==> src/rtl/arcr_pkg.sv <==
// ============================================================================
// arcr_pkg: shared types and constants of the ARC directory
// Codes for lists, sequencer states, request kinds and statistic counters.
// ============================================================================
package arcr_pkg;

   localparam int SIZE_W   = 11;   // list sizes, up to twice the capacity
   localparam int CAP_W    = 10;   // capacity and adaptive target
   localparam int CNT_W    = 32;
   localparam int CNT_NUM  = 7;
   localparam int SUM_W    = 12;   // sums of list sizes

   localparam logic [CAP_W-1:0] CAP_RESET = 10'd512;

   localparam int CNT_REQ      = 0;
   localparam int CNT_HIT      = 1;
   localparam int CNT_WB_ADMIT = 2;
   localparam int CNT_WB_EVICT = 3;
   localparam int CNT_WT_OVH   = 4;
   localparam int CNT_WT_EVICT = 5;
   localparam int CNT_WB_RDHIT = 6;

   localparam logic [2:0] FOUND_NONE = 3'd0;

   typedef enum logic [1:0] {
      LIST_T1,
      LIST_T2,
      LIST_B1,
      LIST_B2
   } list_type;

   typedef enum logic [3:0] {
      S_IDLE,
      S_SRCH_LIST,
      S_SRCH_CHK,
      S_CLASS,
      S_DIV_START,
      S_DIV_WAIT,
      S_DISP,
      S_UNL,
      S_UNL_B,
      S_POP_RD,
      S_POP_CHK,
      S_PUSH_A,
      S_PUSH_B,
      S_DONE
   } state_type;

   typedef enum logic [1:0] {
      STEP_PRE,
      STEP_REPL,
      STEP_ADMIT,
      STEP_FINISH
   } step_type;

   typedef enum logic [2:0] {
      K_HIT,
      K_GB1,
      K_GB2,
      K_MISS_A,
      K_MISS_B,
      K_MISS_C,
      K_MISS_D
   } kind_type;

   // Field write enables of the entry memory.
   typedef struct packed {
      logic data;
      logic prev;
      logic next;
   } mem_wr_type;

endpackage

==> src/rtl/arcr_div.sv <==
// ============================================================================
// arcr_div: serial restoring divider for ghost-list size ratios
// One quotient bit per cycle; done pulses when the quotient is ready.
// ============================================================================
module arcr_div (
   input  logic                        clock,
   input  logic                        reset,
   input  logic                        start,
   input  logic [arcr_pkg::SIZE_W-1:0] num,
   input  logic [arcr_pkg::SIZE_W-1:0] den,
   output logic                        done,
   output logic [arcr_pkg::SIZE_W-1:0] quo
);
   import arcr_pkg::*;

   localparam int STEP_W = $clog2(SIZE_W + 1);

   logic              busy_ff, busy_in;
   logic              done_ff, done_in;
   logic [STEP_W-1:0] step_ff, step_in;
   logic [SIZE_W:0]   rem_ff, rem_in;
   logic [SIZE_W-1:0] quo_ff, quo_in;
   logic [SIZE_W-1:0] den_ff, den_in;
   logic [SIZE_W:0]   rem_sh;
   logic [SIZE_W:0]   diff;

   always_comb begin
      busy_in = busy_ff;
      done_in = 1'b0;
      step_in = step_ff;
      rem_in  = rem_ff;
      quo_in  = quo_ff;
      den_in  = den_ff;
      rem_sh  = {rem_ff[SIZE_W-1:0], quo_ff[SIZE_W-1]};
      diff    = rem_sh - {1'b0, den_ff};
      if (start) begin
         busy_in = 1'b1;
         step_in = '0;
         rem_in  = '0;
         quo_in  = num;
         den_in  = den;
      end else if (busy_ff) begin
         if (!diff[SIZE_W]) begin
            rem_in = diff;
            quo_in = {quo_ff[SIZE_W-2:0], 1'b1};
         end else begin
            rem_in = rem_sh;
            quo_in = {quo_ff[SIZE_W-2:0], 1'b0};
         end
         step_in = step_ff + STEP_W'(1);
         if (step_ff == STEP_W'(SIZE_W - 1)) begin
            busy_in = 1'b0;
            done_in = 1'b1;
         end
      end
   end

   always_ff @(posedge clock) begin
      if (reset) begin
         busy_ff <= 1'b0;
         done_ff <= 1'b0;
      end else begin
         busy_ff <= busy_in;
         done_ff <= done_in;
      end
   end

   always_ff @(posedge clock) begin
      step_ff <= step_in;
      rem_ff  <= rem_in;
      quo_ff  <= quo_in;
      den_ff  <= den_in;
   end

   assign done = done_ff;
   assign quo  = quo_ff;

endmodule

==> config.mk <==
export PLATFORM = sky130hd
export DESIGN_NAME = arcr_div
export DESIGN_NICKNAME = d
export VERILOG_FILES = /design/src/rtl/arcr_pkg.sv /design/src/rtl/arcr_div.sv
export SDC_FILE = /design/constraint.sdc
export NUM_CORES = 1
export LEC_CHECK = 0
export ABC_CLOCK_PERIOD_IN_PS = 2150
export BUFFER_PORTS_ARGS = -buffer_cell sky130_fd_sc_hd__buf_4
export CAP_MARGIN = 10
export CORE_MARGIN = 2
export CORE_UTILIZATION = 50
export DETAILED_ROUTE_END_ITERATION = 8
export PLACE_DENSITY = 0.72
export SLEW_MARGIN = 25
export SYNTH_ARGS = -nofsm -noshare
export SYNTH_HDL_FRONTEND = slang
export SYNTH_SLANG_ARGS = --single-unit
==> constraint.sdc <==
create_clock -name clock -period 2.15 [get_ports clock]
set_clock_uncertainty 0.05 [all_clocks]
set_input_delay 0.3225 -clock clock [delete_from_list [all_inputs] [get_ports clock]]
set_output_delay 0.3225 -clock clock [all_outputs]
set_load 0.01 [all_outputs]
# --- Word level (Yosys, flattened, before mapping) ---
# Cells that the tools add are included.
word_totals:
  ram_bits: 0
  in_bits: 25
  wordCells: 20
  reg_bits: 39
  mem_bits_ro: 0
  latchBits: 0
  n_memories: 0
classes:
  reduce_logical: 2
  muxes: 8
  add_sub_neg: 2
  div: 0
  shifts: 0
  n_bitwise: 1
  n_eq_ne: 1
  magnitude_cmp: 0
  mul: 0
ops:
  columns: ["operator", "n"]
  rows:
  - ["11-bit 2-to-1 mux", 3]
  - ["12-bit by 11-bit subtractor with 12-bit output", 1]
  - ["1-bit 2-to-1 mux", 5]
  - ["4-bit by 1-bit adder with 4-bit output, second input constant", 1]
  - ["4-bit equality test, second input constant", 1]
  - ["3-bit OR reduction", 1]
  - ["2-bit nonzero test", 1]
  - ["1-bit NOT", 1]

# --- Depth between registers and ports, before layout ---
# Gate-level depths: netlist (run 1).
depth:
  word_depth: 4
  depth_mapped: 10
  depth_no_buf: 10

# --- Worst setup path before layout (run 1) ---
# Ideal clock, no wire load.
synth_path:
  path_kind: "register to register"
  start: "register den_ff[8]"
  end: "register rem_ff[3]"
  setup_ns: 0.088
  setup_slack_ns: -0.260
  arrival_ns: 2.272
  t_required_ns: 2.012
  stages_incl_launch_ff: 10
  cell_sequence: "edfxtp_1 -> inv_1 -> ha_1 -> clkbuf_1 -> a21oi_1 -> o21ai_1 -> mux2i_1 -> o311ai_4 -> a211o_2 -> a311oi_2"
synth_between:
  elab_chain_len: 2
synth_rtl:
  columns: ["item", "line_no", "text"]
  rows:
  - ["start: declaration", "arcr_div.sv:23", "logic [SIZE_W-1:0] den_ff, den_in;"]
  - ["start signal: assignment", "arcr_div.sv:72", "den_ff <= den_in;"]
  - ["12-bit by 11-bit subtractor with 12-bit output", "arcr_div.sv:35", "diff = rem_sh - {1'b0, den_ff};"]
  - ["11-bit 2-to-1 mux", "arcr_div.sv:43", "if (!diff[SIZE_W]) begin"]
  - ["end signal: assignment", "arcr_div.sv:70", "rem_ff <= rem_in;"]
  - ["end: declaration", "arcr_div.sv:21", "logic [SIZE_W:0] rem_ff, rem_in;"]
# Every way passes these cells.
# A chain may end at the register's enable or synchronous reset.

# --- Worst setup path after layout (run 1) ---
layout_path:
  start: "register quo_ff[10], in the netlist quo[10]"
  end: "register rem_ff[10]"
layout_between:
  elab_chain_len: 2
layout_rtl:
  columns: ["item", "line_no", "text"]
  rows:
  - ["start: declaration", "arcr_div.sv:22", "logic [SIZE_W-1:0] quo_ff, quo_in;"]
  - ["start signal: assignment", "arcr_div.sv:71", "quo_ff <= quo_in;"]
  - ["12-bit by 11-bit subtractor with 12-bit output", "arcr_div.sv:35", null]
  - ["11-bit 2-to-1 mux", "arcr_div.sv:43", null]
# Every way passes these cells.

==> flow_summary.html, run 1 <==
<table>
<tr><th>Metric</th><th>Value</th></tr>
<tr><th colspan="2">Hold path</th></tr>
<tr><td>Kind of path behind the tightest hold check</td><td>in -&gt; reg</td></tr>
<tr><th colspan="2">Place</th></tr>
<tr><td>Number of buffers added on ports</td><td>36</td></tr>
<tr><td>Placed Cells incl. Taps</td><td>~300</td></tr>
<tr><td>Global placement routability congestion</td><td>0.905</td></tr>
<tr><td>Placed cell areas</td><td>between 2000 and 3000 um2</td></tr>
<tr><td>DP HPWL</td><td>around 3700 um</td></tr>
<tr><td>Placement Setup Slack</td><td>-201 ps</td></tr>
<tr><th colspan="2">Global route</th></tr>
<tr><td>Number of global-route vias before repair</td><td>approximately 1.8k</td></tr>
<tr><td>Remaining Overflow, GRT</td><td>0</td></tr>
<tr><td>Largest net degree at the start of global routing</td><td>26</td></tr>
<tr><td>Antenna violations before repair</td><td>0</td></tr>
<tr><td>Global-route total usage across every layer</td><td>between 20% and 30%</td></tr>
<tr><td>First-pass GRT wire length</td><td>8370 um</td></tr>
<tr><th colspan="2">Synthesis</th></tr>
<tr><td>Net count after synthesis</td><td>about 240</td></tr>
<tr><td>Area share of the largest cell type after synthesis</td><td>31.1%</td></tr>
<tr><td>Number of enable flip-flop cells after synthesis</td><td>22</td></tr>
<tr><td>Most frequent cells after synthesis</td><td>edfxtp_1, nor2_1, dfxtp_1, inv_1, ha_1</td></tr>
<tr><td>Count of cell types in the netlist</td><td>45</td></tr>
<tr><td>Synth Register Bits</td><td>39</td></tr>
<tr><td>Proportion of synthesized flip-flops having asynchronous set or reset</td><td>0%</td></tr>
<tr><td>Sequential share of the synthesized area</td><td>47.1%</td></tr>
<tr><td>Cell with the most instances after synthesis</td><td>edfxtp_1</td></tr>
<tr><td>Netlist area before placement</td><td>2120 um2</td></tr>
<tr><td>Most area-hungry cell type in the Yosys netlist</td><td>edfxtp_1</td></tr>
<tr><td>Ranking of synthesized cells by area</td><td>edfxtp_1, dfxtp_1, ha_1</td></tr>
<tr><td>Count of yosys warnings during synthesis</td><td>0</td></tr>
<tr><td>Syn Inst Count</td><td>196</td></tr>
<tr><td>Synthesized area divided by synthesized cell count</td><td>10.8 um2</td></tr>
<tr><td>Most used flip-flop cell after synthesis</td><td>edfxtp_1</td></tr>
<tr><th colspan="2">STA</th></tr>
<tr><td>Final hold viol count</td><td>0</td></tr>
<tr><td>Final Critical Period</td><td>~2400 ps</td></tr>
<tr><td>Setup repair after global routing missed its margin</td><td>true</td></tr>
<tr><td>Final number of setup-violating endpoints</td><td>12</td></tr>
<tr><td>Part of the cycle the worst path needs</td><td>112%</td></tr>
<tr><td>Worst max-slew margin expressed relative to the limit</td><td>67.9%</td></tr>
<tr><td>Worst Max-Slew Pin Slew</td><td>about 480 ps</td></tr>
<tr><td>Slew Viols, Final</td><td>0</td></tr>
<tr><td>Maximum frequency from static timing analysis</td><td>approximately 420 MHz</td></tr>
<tr><td>Final worst slack</td><td>-251 ps</td></tr>
<tr><th colspan="2">Floorplanning</th></tr>
<tr><td>Placeable core area</td><td>between 4000 and 5000 um2</td></tr>
<tr><td>Core Rows</td><td>23</td></tr>
<tr><td>Area enclosed by the die boundary</td><td>4790 um2</td></tr>
<tr><td>Height of the die</td><td>between 60 and 70 um</td></tr>
<tr><td>Initial core utilization</td><td>52.4%</td></tr>
<tr><td>Width of the die</td><td>69.2 um</td></tr>
<tr><td>Number of ports placed on the die boundary</td><td>37</td></tr>
<tr><th colspan="2">Drt</th></tr>
<tr><td>Number of routed nets with antenna violations</td><td>0</td></tr>
<tr><td>Routed wire per std cell</td><td>between 15 and 20 um</td></tr>
<tr><td>Vias per inst</td><td>about 5.6</td></tr>
<tr><td># DRC</td><td>0</td></tr>
<tr><td>Routed vias</td><td>between 1.5k and 2k</td></tr>
<tr><td>Violation count after the first detailed-route iteration</td><td>about 130</td></tr>
<tr><td>Count of TritonRoute iterations in the first routing pass</td><td>4</td></tr>
<tr><td>Overall routed net length</td><td>roughly 5300 um</td></tr>
<tr><th colspan="2">Clock tree</th></tr>
<tr><td>CTS Hold Buffers Added</td><td>0</td></tr>
<tr><td>Sinks on Clock Net</td><td>39</td></tr>
<tr><td>Number of buffers on the longest clock path</td><td>2</td></tr>
<tr><td>Clock input transition at the sequential cells of the worst setup and hold paths</td><td>roughly 80 ps</td></tr>
<tr><td>Clock tree from TritonCTS</td><td>yes</td></tr>
<tr><td>Inserted Clock Buffers</td><td>5</td></tr>
<tr><td>Clk root buf</td><td>clkbuf_8</td></tr>
<tr><td>Skew-Pair Late Insertion Delay</td><td>a little under 300 ps</td></tr>
<tr><td>Number of levels the H-tree was split into</td><td>2</td></tr>
<tr><th colspan="2">Worst setup path</th></tr>
<tr><td>Sort of element at the start of the critical path</td><td>flip-flop</td></tr>
<tr><td>Buf/Inv on CP</td><td>2</td></tr>
<tr><td>Slowest cell on the critical path</td><td>edfxtp_1</td></tr>
<tr><td>Kind of critical path</td><td>reg -&gt; reg</td></tr>
<tr><td>Kind of end point of the critical path</td><td>flip-flop</td></tr>
<tr><td>Data arrival at the endpoint of the critical path</td><td>2550 ps</td></tr>
<tr><td>Required time reported for the critical path endpoint</td><td>about 2300 ps</td></tr>
<tr><td>Series of cell instances along the critical path</td><td>inv_1 &gt; ha_2 &gt; inv_2 &gt; fa_2 &gt; a21oi_4 &gt; o2111ai_4 &gt; a221oi_2 &gt; o21bai_1 &gt; xnor2_1 &gt; o31ai_1</td></tr>
<tr><td>Critical-path maximum fanout</td><td>2</td></tr>
<tr><td>Largest stage delay, worst path</td><td>400 ps</td></tr>
<tr><td>Crit-path leading delay family</td><td>compound AO/OA/AOI/OAI gates</td></tr>
<tr><th colspan="2">Pwr</th></tr>
<tr><td>P_leak</td><td>1.25 nW</td></tr>
<tr><td>Power density over the cells</td><td>around 770 nW/um2</td></tr>
<tr><td>Worst IR drop on VDD</td><td>between 0.0004 and 0.0005 V</td></tr>
<tr><td>Post-route total power</td><td>around 2.2 mW</td></tr>
<tr><th colspan="2">Cells and area</th></tr>
<tr><td>Post-Route Utilization</td><td>70.6%</td></tr>
<tr><td>Number of standard cells in the layout, taps in and fillers out</td><td>approximately 310</td></tr>
<tr><td>Nets</td><td>300</td></tr>
<tr><td>Multi-input logic area</td><td>around 1100 um2</td></tr>
<tr><td>Sequential cell area</td><td>between 1000 and 1500 um2</td></tr>
<tr><td>Filler cell count</td><td>around 310</td></tr>
<tr><td>Summed area of non-filler cells in the final layout</td><td>about 2900 um2</td></tr>
<tr><td>Area overhead of the layout relative to synthesis</td><td>34.7%</td></tr>
<tr><td>Antenna diode count</td><td>0</td></tr>
<tr><td>Share of post-route cells with drive strength above 1</td><td>just over 40%</td></tr>
<tr><th colspan="2">Outcome</th></tr>
<tr><td>Status</td><td>finished, violations left</td></tr>
<tr><td>Violated checks</td><td>setup timing</td></tr>
<tr><th colspan="2">Job</th></tr>
<tr><td>Number of max-cap violations</td><td>0</td></tr>
</table>
worst register-to-register path: cells and delay by family, from the launching register on:
family	cells	cell delay (ps)
flip-flops	1	400
adder cells (fa/ha/maj)	2	550
AO/OA/AOI/OAI	5	1050
XOR/XNOR	1	140
buffers and inverters	2	110
registers in the layout (all words and copies together), names as in the netlist:
name     flops
busy_ff      1
den_ff      11
done         1
quo         11
rem_ff      11
step_ff      4
through the flow:
step / hold WS (ps) / setup TNS, ps
2_1_floorplan: 345 / -1150
3_3_place_gp: 448 / -1020
3_5_place_dp: 451 / -1620
4_1_cts: 141 / -1700
5_1_grt: 137 / -2910
6_report: 144 / -1890
layer usage:
metal	part of all wire [%]	GRT usage [%]	vias to the layer above
li1	-	-	844
met1	42	26.5	853
met3	4.0	5.67	11
met5	0	0	-
met2	53	39.2	41
met4	1.6	6.97	0
cells in the final DEF (no fill, tap or decap), types with 3 or more instances in the layout:
cell | synthesis | final
a211oi_1 | 6 | 6
a21oi_1 | 6 | 4
buf_4 | 0 | 65
clkbuf_8 | 0 | 5
dfxtp_1 | 17 | 17
edfxtp_1 | 22 | 22
ha_1 | 13 | 11
inv_1 | 17 | 14
inv_2 | 0 | 3
mux2_2 | 10 | 10
mux2i_1 | 7 | 6
nand2_1 | 8 | 8
nand3_1 | 4 | 4
nand4_1 | 3 | 3
nor2_1 | 21 | 21
nor3_1 | 3 | 3
o21a_1 | 3 | 3
xnor2_1 | 7 | 7
xor2_1 | 3 | 3
cell type report:
| type | count | share of cell area [%] |
|---|---|---|
| multi-input combinational | 131 | 38.2 |
| inverter | 17 | 2.23 |
| sequential | 39 | 35.0 |
| clock buffer | 6 | 2.53 |
| clock inverter | 2 | 2.10 |
| timing repair buffer | 67 | 17.8 |
| tap | 50 | 2.19 |
cell families after synthesis:
| group | count (synthesis) | share of synthesized area, % |
|---|---|---|
| AOI/OAI and AO/OA | 40 | 15.1 |
| buffers and inverters | 26 | 4.95 |
| muxes | 17 | 8.60 |
| adders and majority gates | 14 | 8.60 |
| xor gates and xnor gates | 10 | 4.12 |
| and+or+nand+nor | 50 | 11.5 |
| DFF | 39 | 47.1 |
where the power goes:
| part | switching, mW | internal (mW) | total, mW | leakage [nW] |
|---|---|---|---|---|
| Combinational | 0.287 | 0.295 | 0.582 | 0.829 |
| Clock | 0.266 | 0.464 | 0.730 | 0.0654 |
| Sequential | 0.0387 | 0.858 | 0.897 | 0.359 |
| Total | 0.591 | 1.62 | 2.21 | 1.25 |
worst paths after layout:
check                 start          to  slack, ps  cells past startpoint
hold / removal        reset     busy_ff        140                      2
hold reg to reg   rem_ff[7]   rem_ff[7]        470                      2
setup reg to reg    quo[10]  rem_ff[10]       -250                     10
setup / recovery    quo[10]  rem_ff[10]       -250                     10
what timing repair did:
action,in CTS,in global routing
gates cloned,0,0
endpoints found under the setup margin,12,12
resized for setup,4,10
buffers inserted,1,2
pin swaps,2,2
Note: power is estimated with default switching activity, not from simulation.
==> inputs of run 2 (changes only) <==
--- a/config.mk
+++ b/config.mk
@@ -5,13 +5,13 @@
 export SDC_FILE = /design/constraint.sdc
 export NUM_CORES = 1
 export LEC_CHECK = 0
-export ABC_CLOCK_PERIOD_IN_PS = 2150
+export ABC_CLOCK_PERIOD_IN_PS = 3030
 export BUFFER_PORTS_ARGS = -buffer_cell sky130_fd_sc_hd__buf_4
 export CAP_MARGIN = 10
 export CORE_MARGIN = 2
-export CORE_UTILIZATION = 50
+export CORE_UTILIZATION = 60
 export DETAILED_ROUTE_END_ITERATION = 8
-export PLACE_DENSITY = 0.72
+export PLACE_DENSITY = 0.93
 export SLEW_MARGIN = 25
 export SYNTH_ARGS = -nofsm -noshare
 export SYNTH_HDL_FRONTEND = slang
==> constraint.sdc (replaced) <==
create_clock -name clock -period 3.03 [get_ports clock]
set_clock_uncertainty 0.05 [all_clocks]
set_input_delay 0.4545 -clock clock [delete_from_list [all_inputs] [get_ports clock]]
set_output_delay 0.4545 -clock clock [all_outputs]
set_load 0.01 [all_outputs]
==> run 2 against run 1 <==
The run now ends clean. Final area down 14%. Total power fell by 45%. Setup slack improved by 580 ps. Via count decreased by 9.2%. Sequential power shrank 29%. Core utilization increased by 2.9 points. Maximum frequency decreased by 11%. Die area is 16% lower. First-iteration DRC count shrank 20%. Largest cell class unchanged.
==> flow_summary.html, run 2 (synthesis gave the netlist of run 1 again) <==
<table>
<tr><th>Metric</th><th>Value</th></tr>
<tr><th colspan="2">Outcome</th></tr>
<tr><td>Status</td><td>completed</td></tr>
<tr><th colspan="2">Drt</th></tr>
<tr><td>Vias per inst</td><td>5.71 (+1.9%)</td></tr>
<tr><td># DRC</td><td>0 (unchanged)</td></tr>
<tr><td>Metal2 WL</td><td>1870 um (-33%)</td></tr>
<tr><td>Violation count after the first detailed-route iteration</td><td>103 (-20%)</td></tr>
<tr><td>Overall routed net length</td><td>4010 um (-24%)</td></tr>
<tr><td>Count of TritonRoute iterations in the first routing pass</td><td>5 (+1)</td></tr>
<tr><td>Top layer in use</td><td>met4</td></tr>
<tr><td>Total length of routed met3 wires</td><td>303 um (+45%)</td></tr>
<tr><td>Routed vias</td><td>1588 (-9.2%)</td></tr>
<tr><td>Number of routed nets with antenna violations</td><td>0 (unchanged)</td></tr>
<tr><td>Routed wire per std cell</td><td>14.4 um (-15%)</td></tr>
<tr><td>Total routed wire length on the met1 layer</td><td>1800 um (-18%)</td></tr>
<tr><th colspan="2">Cells and area</th></tr>
<tr><td>Share of post-route cells with drive strength above 1</td><td>26.7% (-14 points)</td></tr>
<tr><td>Nets</td><td>270 (-10%)</td></tr>
<tr><td>Area overhead of the layout relative to synthesis</td><td>16.3%</td></tr>
<tr><td>Summed area of non-filler cells in the final layout</td><td>2470 um2 (-14%)</td></tr>
<tr><td>Antenna diode count</td><td>0 (unchanged)</td></tr>
<tr><td>Filler cell count</td><td>233 (-26%)</td></tr>
<tr><td>Leading cell type in the layout, fill and taps excluded</td><td>buf_4</td></tr>
<tr><td>Commonest cells after routing, fill and taps aside</td><td>buf_4, edfxtp_1, nor2_1</td></tr>
<tr><th colspan="2">Pwr</th></tr>
<tr><td>Worst IR drop on VDD</td><td>0.000375 V (-18%)</td></tr>
<tr><td>P_leak</td><td>1.06 nW (-15%)</td></tr>
<tr><td>Power density over the cells</td><td>490 nW/um2 (-36%)</td></tr>
<tr><td>Post-route total power</td><td>1.21 mW (-45%)</td></tr>
<tr><th colspan="2">STA</th></tr>
<tr><td>Slew Viols, Final</td><td>0 (unchanged)</td></tr>
<tr><td>Final Critical Period</td><td>2710 ps (+305 ps)</td></tr>
<tr><td>Maximum frequency from static timing analysis</td><td>370 MHz (-11%)</td></tr>
<tr><td>Worst Max-Slew Pin Slew</td><td>814 ps (+334 ps)</td></tr>
<tr><td>Worst max-slew margin expressed relative to the limit</td><td>45.6% (-22 points)</td></tr>
<tr><td>Total negative slack for setup checks</td><td>0 ps (+1890 ps)</td></tr>
<tr><td>Final hold viol count</td><td>0 (unchanged)</td></tr>
<tr><td>Final number of setup-violating endpoints</td><td>0 (-12)</td></tr>
<tr><td>Part of the cycle the worst path needs</td><td>89.3% (-22 points)</td></tr>
<tr><td>Setup repair after global routing missed its margin</td><td>false</td></tr>
<tr><th colspan="2">Worst setup path</th></tr>
<tr><td>Kind of critical path</td><td>reg -&gt; reg</td></tr>
<tr><td>Required time reported for the critical path endpoint</td><td>3250 ps (+950 ps)</td></tr>
<tr><td>Data arrival at the endpoint of the critical path</td><td>2920 ps (+370 ps)</td></tr>
<tr><td>Critical-path maximum fanout</td><td>18 (+16)</td></tr>
<tr><td>Sort of element at the start of the critical path</td><td>flip-flop</td></tr>
<tr><td>Kind of end point of the critical path</td><td>flip-flop</td></tr>
<tr><th colspan="2">Place</th></tr>
<tr><td>Placed cell areas</td><td>2420 um2 (-9.0%)</td></tr>
<tr><td>Global placement routability congestion</td><td>0.799 (-12%)</td></tr>
<tr><td>DP HPWL</td><td>3010 um (-18%)</td></tr>
<tr><td>Number of buffers added on ports</td><td>36 (unchanged)</td></tr>
<tr><th colspan="2">Global route</th></tr>
<tr><td>Antenna violations before repair</td><td>0 (unchanged)</td></tr>
<tr><td>Remaining Overflow, GRT</td><td>0 (unchanged)</td></tr>
<tr><td>Global-route total usage across every layer</td><td>21.9% (-0.41 points)</td></tr>
<tr><td>Largest net degree at the start of global routing</td><td>38 (+46%)</td></tr>
<tr><td>Number of global-route vias before repair</td><td>1544 (-14%)</td></tr>
<tr><td>First-pass GRT wire length</td><td>6800 um (-19%)</td></tr>
<tr><th colspan="2">Floorplanning</th></tr>
<tr><td>Height of the die</td><td>63.5 um (-8.2%)</td></tr>
<tr><td>Number of ports placed on the die boundary</td><td>37 (unchanged)</td></tr>
<tr><td>Width of the die</td><td>63.5 um (-8.2%)</td></tr>
<tr><td>Area enclosed by the die boundary</td><td>4030 um2 (-16%)</td></tr>
<tr><td>Placeable core area</td><td>3360 um2 (-17%)</td></tr>
<tr><td>Core Rows</td><td>21 (-8.7%)</td></tr>
<tr><td>Initial core utilization</td><td>63.2% (+11 points)</td></tr>
<tr><th colspan="2">Clock tree</th></tr>
<tr><td>CTS Hold Buffers Added</td><td>0 (unchanged)</td></tr>
<tr><td>Skew-Pair Late Insertion Delay</td><td>350 ps (+60 ps)</td></tr>
<tr><td>Number of levels the H-tree was split into</td><td>2 (unchanged)</td></tr>
<tr><td>Number of buffers on the longest clock path</td><td>2 (unchanged)</td></tr>
<tr><td>Clk root buf</td><td>clkbuf_4</td></tr>
<tr><td>Resized Gates After CTS</td><td>0 (-4)</td></tr>
<tr><td>Clock tree from TritonCTS</td><td>yes</td></tr>
<tr><td>Setup fix buffers added after clock tree synthesis</td><td>0 (-1)</td></tr>
<tr><td>Inserted Clock Buffers</td><td>5 (unchanged)</td></tr>
<tr><td>Sinks on Clock Net</td><td>39 (unchanged)</td></tr>
<tr><td>Clock input transition at the sequential cells of the worst setup and hold paths</td><td>110 ps (+30 ps)</td></tr>
<tr><th colspan="2">Hold path</th></tr>
<tr><td>Kind of path behind the tightest hold check</td><td>in -&gt; reg</td></tr>
<tr><th colspan="2">Job</th></tr>
<tr><td>Number of max-cap violations</td><td>0 (unchanged)</td></tr>
</table>
-- run 2: changes by cell type in the layout (fill, tap and decap cells not counted), moves of 2 or more --
| cell | change |
|---|---|
| buf_4 | -28 |
| o311ai_1 | -2 |
| clkbuf_4 | +5 |
| o311ai_0 | +2 |
| inv_1 | +3 |
| a21oi_1 | +2 |
| o21ai_2 | -2 |
| ha_1 | +2 |
| inv_2 | -3 |
| o2111ai_1 | +2 |
| clkbuf_8 | -5 |
| bufinv_16 | -2 |
| buf_6 | -2 |
-- run 2: metal layers --
| metal | vias to the layer above | GRT usage (%) |
|---|---|---|
| li1 | 786 | - |
| met1 | 739 | 28.6 |
| met2 | 58 | 35.0 |
| met3 | 5 | 6.79 |
| met4 | 0 | 6.25 |
| met5 | - | 0 |
-- run 2: through the flow --
step / utilization (%) / std cells / hold slack [ps] / setup WS [ps]
6_report: 73.5 / 278 / 202 / 325
3_3_place_gp: 71.9 / 270 / 445 / 481
5_1_grt: 73.5 / 278 / 180 / 170
4_1_cts: 73.5 / 278 / 187 / 342
3_5_place_dp: 71.9 / 270 / 458 / 349
2_1_floorplan: - / 196 / 424 / 620
-- run 2: path summary, 6_finish.rpt --
| kind | startpoint | end | slack, ps | cells past startpoint |
|---|---|---|---|---|
| max reg2reg | rem_ff[5] | rem_ff[4] | 320 | 7 |
| min reg2reg | step_ff[3] | done | 470 | 2 |
| max | rem_ff[5] | rem_ff[4] | 320 | 7 |
| min | reset | busy_ff | 200 | 2 |
-- run 2: cell type report --
cell class              count  area, um2  share of cell area (%)
clock inverters             2       11.3                   0.456
inverters                  17       63.8                    2.58
clock buffers               6       41.3                    1.67
repair buffers             37        278                    11.2
well taps                  46       57.6                    2.33
flip-flops and latches     39       1000                    40.5
multi-input cells         131       1020                    41.2
-- run 2: where the power goes --
group	internal [mW]	switching [mW]	leakage, nW
logic	0.150	0.164	0.674
registers	0.609	0.0301	0.359
clock network	0.0903	0.168	0.0326
-- run 2: worst max-delay path, stage by stage (launching register included) --
cell and delay (ps):
dfxtp_1 360, ha_1 370, a21o_1 190, or3_4 330
o21a_1 210, o311ai_4 680, mux2i_1 170, a211oi_1 270
